`config.mk`:
```
export PLATFORM = sky130hd
export DESIGN_NAME = rnfm_front
export DESIGN_NICKNAME = d
export VERILOG_FILES = /design/src/rtl/rnfm_pkg.sv /design/src/rtl/rnfm_front.sv
export SDC_FILE = /design/constraint.sdc
export NUM_CORES = 1
export LEC_CHECK = 0
export ABC_CLOCK_PERIOD_IN_PS = 14820
export BUFFER_PORTS_ARGS = -buffer_cell sky130_fd_sc_hd__buf_4
export CAP_MARGIN = 30
export CORE_MARGIN = 2
export CORE_UTILIZATION = 56
export CTS_BUF_LIST = sky130_fd_sc_hd__clkbuf_8 sky130_fd_sc_hd__clkbuf_16
export CTS_CLUSTER_SIZE = 28
export DETAILED_ROUTE_END_ITERATION = 6
export PLACE_DENSITY = 0.85
export SLEW_MARGIN = 20
export SYNTH_ARGS = -nofsm -noshare
export SYNTH_HDL_FRONTEND = slang
export SYNTH_SLANG_ARGS = --single-unit
```
`constraint.sdc`:
```
create_clock -name clk -period 14.82 [get_ports clk]
set_input_delay 1.482 -clock clk [delete_from_list [all_inputs] [get_ports clk]]
set_output_delay 1.482 -clock clk [all_outputs]
set_load 0.02 [all_outputs]
```
`src/rtl/rnfm_pkg.sv`:
```
// Shared constants, request type and helpers for the radius neighbour mean block
`timescale 1ns / 1ps
package rnfm_pkg;

	localparam int MAX_POINTS         = 256;
	localparam int FEATURES_PER_POINT = 230;
	localparam int FEAT_DEPTH         = MAX_POINTS * FEATURES_PER_POINT;
	localparam int PT_W               = 8;
	localparam int FI_W               = 8;
	localparam int FADDR_W            = $clog2(FEAT_DEPTH);
	localparam int COORD_W            = 24;
	localparam int VAL_W              = 32;
	localparam int PCNT_W             = 9;
	localparam int RAD_W              = 23;
	localparam int CFG_IDX_W          = 1;
	localparam int CFG_DATA_W         = 23;
	localparam int CNT_W              = 8;
	localparam int SUM_W              = VAL_W + CNT_W;
	localparam int NUM_W              = SUM_W + 1;
	localparam int DEN_W              = CNT_W + 1;

	localparam logic [RAD_W-1:0] RADIUS_RESET = RAD_W'(25600);

	localparam logic [1:0] OP_LOAD_COORD = 2'd0;
	localparam logic [1:0] OP_LOAD_FEAT  = 2'd1;
	localparam logic [1:0] OP_QUERY      = 2'd2;

	localparam logic [CFG_IDX_W-1:0] REG_POINT_COUNT = 1'd0;
	localparam logic [CFG_IDX_W-1:0] REG_RADIUS      = 1'd1;

	typedef enum logic [1:0] {
		K_COORD = 2'd0,
		K_FEAT  = 2'd1,
		K_QUERY = 2'd2
	} kind_t;

	typedef struct packed {
		kind_t               kind;
		logic [PT_W-1:0]     point;
		logic [FI_W-1:0]     feature;
		logic                feat_ok;
		logic [VAL_W-1:0]    value;
		logic [COORD_W-1:0]  x;
		logic [COORD_W-1:0]  y;
	} req_t;

	function automatic logic [FADDR_W-1:0] feat_addr(logic [PT_W-1:0] p, logic [FI_W-1:0] f);
		return FADDR_W'(p * FEATURES_PER_POINT) + FADDR_W'(f);
	endfunction

endpackage

```
`src/rtl/rnfm_front.sv`:
```
// Request intake: classify, drop meaningless requests, two-entry queue to the engine
`timescale 1ns / 1ps
module rnfm_front import rnfm_pkg::*; (
	input  logic               clk,
	input  logic               arst_n,
	input  logic               start,
	output logic               busy,
	input  logic [1:0]         operation,
	input  logic [PT_W-1:0]    point_index,
	input  logic [FI_W-1:0]    feature_index,
	input  logic [VAL_W-1:0]   value,
	input  logic [COORD_W-1:0] x_coord,
	input  logic [COORD_W-1:0] y_coord,
	output req_t               head,
	output logic               head_valid,
	input  logic               pop
);

	req_t       slot_q [2];
	logic       wr_ptr_q, rd_ptr_q;
	logic [1:0] fill_q;
	req_t       req;
	logic       keep, push;

	always_comb begin
		req.point   = point_index;
		req.feature = feature_index;
		req.feat_ok = 32'(feature_index) < FEATURES_PER_POINT;
		req.value   = value;
		req.x       = x_coord;
		req.y       = y_coord;
		req.kind    = K_QUERY;
		keep        = 1'b0;
		case (operation)
			OP_LOAD_COORD: begin
				req.kind = K_COORD;
				keep     = 1'b1;
			end
			OP_LOAD_FEAT: begin
				req.kind = K_FEAT;
				keep     = req.feat_ok;
			end
			OP_QUERY: begin
				req.kind = K_QUERY;
				keep     = 1'b1;
			end
			default: keep = 1'b0;
		endcase
	end

	assign busy       = fill_q == 2'd2;
	assign push       = start && !busy && keep;
	assign head       = slot_q[rd_ptr_q];
	assign head_valid = fill_q != 2'd0;

	always_ff @(posedge clk) begin
		if (push) begin
			slot_q[wr_ptr_q] <= req;
		end
	end

	always_ff @(posedge clk or negedge arst_n) begin
		if (!arst_n) begin
			wr_ptr_q <= 1'b0;
			rd_ptr_q <= 1'b0;
			fill_q   <= 2'd0;
		end else begin
			if (push) wr_ptr_q <= !wr_ptr_q;
			if (pop)  rd_ptr_q <= !rd_ptr_q;
			fill_q <= fill_q + 2'(push) - 2'(pop);
		end
	end

endmodule

```
Word-level counts from Yosys, hierarchy flattened. Memories as Yosys holds them, arrays and structs flattened. Cells that the tools add are included. W data, S select, Z words.

$add $sub $neg: 2. $lt $le $gt $ge: 1. Equal/unequal tests: 3. Muxes and demuxes: 4. Reduce and logical (&&, ||, !) cells: 8.

Operators with widths (number): $lt A8 B8 Y1 const B (1); $eq A2 B2 Y1 const B (2); $pmux W2 S2 (1); $logic_not A1 Y1 (3); $add A2 B1 Y2 (1); $eq A2 B1 Y1 const B (1); $logic_and A1 B1 Y1 (2); $logic_not A2 Y1 (1); $mux W1 (2); $pmux W1 S2 (1); $reduce_bool A2 Y1 (1); $reduce_or A2 Y1 (1); $sub A2 B1 Y2 (1).

Bits in registers: 4. Memory bits (writable): 198. Input bits: 102. Output and inout port bits: 101. Memories kept: 1.

Memories: slot_q (words 2, bits a word 99, read ports 1, clocked after memory_dff 0, wr ports 1, line rnfm_front.sv:19) `req_t slot_q [2];`.

Logic depth before layout (Yosys ltp).
Depth after elaboration: 6. Mapped depth: 8.

Worst setup path before layout. No wires, ideal clock.

Path type: input -> register. Start point: input port feature_index[1]. End point: memory slot_q[0][0] in the netlist's numbering (enable). Library setup time: 0.557 ns. Arrival time: 6.128 ns. Required time: 14.263 ns. Setup slack: 8.135 ns. Stages on the path: 4. Buffers on the path: 0. Cell sequence: a211o_1 > nand4_2 > o211ai_4 > nor2_1.

RTL lines: start: declaration (line rnfm_front.sv:10) `input logic [FI_W-1:0] feature_index,`; end: declaration (line rnfm_front.sv:19).

==> impl_metrics.csv <==
group,metric,value,unit
sta,hold_viol,0,
floorplan,ioPinCount,203,
global_routing,grt_pass1_vias,3963,
logic_synthesis,syn_inst,331,
floorplan,die_y,119.2,um
floorplan,core-area,13090,um2
layout,fill_cells,763,
power_and_ir_drop,power.leakage,3.660,nW
power_and_ir_drop,worst_ir_drop_vdd,0.0001325,V
floorplan,start_util,56.79,%
drt,routed_wirelength,13.97,mm
global_routing,grt_max_degree,78,
layout,drive_gt1_share,61.07,%
drt,viasPerCell,5.139,
placement,numPortBuffers,202,
logic_synthesis,synth_edf_count,198,
layout,area_growth,31.96,%
sta,worst_pin_slew,895.3,ps
clocking,clk_latency,460,ps
global_routing,grt_antenna_before_repair,0,
sta,final-setup-viol-count,0,
drt,routedWlPerCell,18.99,um
drt,final_antenna_net_count,0,
worst_setup_path,crit_path_start_kind,"flip-flop",
logic_synthesis,synth_cell_types,17,
global_routing,grt_pass1_wl,20.64,mm
logic_synthesis,syn_area_per_cell,22.45,um2
layout,multiInputGateArea,1265,um2
sta,tns,0,ps
clocking,hold_buffers,0,
sta,fin_crit,3996,ps
floorplan,design.die.area,14210,um2
floorplan,fp.dieW,119.2,um
logic_synthesis,synth_area_leaders,"edfxtp_1 80%, mux2_2 15%, buf_6 1.5%, dfrtp_1 1.3%, xnor2_1 0.35%",
worst_setup_path,path_class,"reg2out",
sta,rsz0062_at_grt,"false",
placement,place.gp.congestion,0.7787,
logic_synthesis,synth_top_area_share,80.01,%
layout,fin_util,74.94,%
sta,period_share,26.97,%
placement,post-dp-hpwl,9.083,mm
drt,drtIter0Drc,260,
clocking,cts-buffers-inserted,19,
logic_synthesis,synth_commonest_cells,"198 x edfxtp_1, 99 x mux2_2, 10 x buf_6",
clocking,path_clk_slew,70,ps
worst_setup_path,end_kind,"output port",
power_and_ir_drop,power_density,194.7,nW/um2
worst_setup_path,critPathRequiredTime,13340,ps
clocking,numClockSinks,202,
flow_run,cap_viol_max_count,0,
logic_synthesis,synth.ff_latch_count,202,
layout,regArea,6050,um2
logic_synthesis,synth_flop_cell,"edfxtp_1",
clocking,cts_resized,0,
global_routing,track_usage,19.00,%
drt,drc_errors,0,
logic_synthesis,async_flop_share,1.980,%
floorplan,rows,42,
drt,num_vias,3782,
status,outcome,"completed",
sta,clock-skew-final,12.58,ps
clocking,post_cts_buffers,0,
drt,dr.pass1.iters,4,
clocking,h-tree-depth,1,
min_path,hold_path_class,"reg2reg",
clocking,cts_tree,"done",
logic_synthesis,syn-cell-area,7431,um2
logic_synthesis,yosysWarningCount,0,
layout,antennaDiodeCount,0,
logic_synthesis,synth_fp_nets,435,
layout,fin_nets,652,
logic_synthesis,synth_most_common_cell,"edfxtp_1",
logic_synthesis,yosys.area.top_type,"edfxtp_1",
clocking,cts_root_buf,"clkbuf_16",
worst_setup_path,crit_fanout,40,
clocking,clockBufferDepth,3,
global_routing,gr-total-overflow,0,
sta,maxSlewViolCount,0,
sta,relSlewSlack,40.31,%
power_and_ir_drop,power,1.909,mW
logic_synthesis,yosysSeqAreaShare,81.36,%
sta,max_freq,250.2,MHz
worst_setup_path,cp_data_arrival_time,2510,ps
-- state kept, by name, summed over array words and instances, names as in the netlist --
register / flops
wr_ptr_q: 1
slot_q: 198
fill_q: 2
rd_ptr_q: 1
-- area by class of cell --
class,count,share of cell area [%]
Clock buffer,22,5.270
Sequential cell,202,61.69
Clock inverter,11,1.314
Multi-Input combinational cell,114,12.90
Tap cell,176,2.246
Inverter,3,0.1148
Timing Repair Buffer,208,16.46
-- power breakdown --
group	switching, mW	internal [mW]	leakage, nW	total [mW]
logic	0.344	0.294	1.47	0.638
registers	0.0356	0.745	1.87	0.780
clock network	0.190	0.301	0.321	0.490
total	0.570	1.34	3.66	1.91
-- worst max-delay path, stage by stage (launching register included) --
cell and delay (ps):
dfrtp_4 630, buf_4 530, buf_12 300, mux2_2 390, buf_4 160
-- routing by layer --
layer	GRT usage [%]	share of wire [%]	routed length (um)	vias up
met2	33.87	53	7368	140
met3	4.071	5.9	831	25
met4	5.432	2.1	289	0
li1	-	-	-	1740
met1	23.49	39	5483	1877
met5	0	0	0	-
-- worst paths after layout --
check	start	end	slack [ps]	cells past startpoint
setup / recovery	rd_ptr_q$_DFFE_PN0P_	head[65]	10820	4
hold / removal	fill_q[0]$_DFF_PN0_	fill_q[0]$_DFF_PN0_	550	1
setup reg to reg	fill_q[1]$_DFF_PN0_	slot_q[1][61]$_DFFE_PP_	12210	6
hold reg to reg	fill_q[0]$_DFF_PN0_	fill_q[0]$_DFF_PN0_	550	1
max in group asynchronous	arst_n	rd_ptr_q$_DFFE_PN0P_	13910	1
min in group asynchronous	arst_n	fill_q[0]$_DFF_PN0_	800	1
-- cell usage in the layout (no fill, tap or decap), drive strengths merged --
master | Yosys | routed
buf | 11 | 208
edfxtp | 198 | 198
mux2 | 99 | 99
clkbuf | 1 | 22
inv | 3 | 6
dfrtp | 4 | 4
xnor2 | 3 | 3
bufinv | 0 | 3
nor2 | 3 | 3
clkinv | 0 | 3
ha | 2 | 2
clkinvlp | 0 | 2
a211o | 1 | 1
nand4 | 1 | 1
nor2b | 1 | 1
a21oi | 1 | 1
o211ai | 1 | 1
or2 | 1 | 1
xor2 | 1 | 1
-- cells by family after synthesis --
kind of cell | synth area share, %
DFF | 81.36
muxes | 15.00
buffers and inverters | 1.818
and+or+nand+nor | 0.4884
xor gates and xnor gates | 0.4715
AOI/OAI and AO/OA | 0.5220
adders and majority gates | 0.3367
-- stage by stage --
| stage | area, um2 | cells | hold slack (ps) | setup WS, ps |
|---|---|---|---|---|
| after floorplan | 7431 | 331 | 467.9 | 8135 |
| after global placement | 9085 | 700 | 511.4 | 10570 |
| after detailed placement | 9085 | 700 | 535.6 | 10530 |
| after CTS | 9731 | 733 | 550.0 | 10730 |
| after global routing | 9806 | 736 | 582.7 | 10700 |
| final | 9806 | 736 | 550.3 | 10820 |
Power figures use the tool's default switching activity.
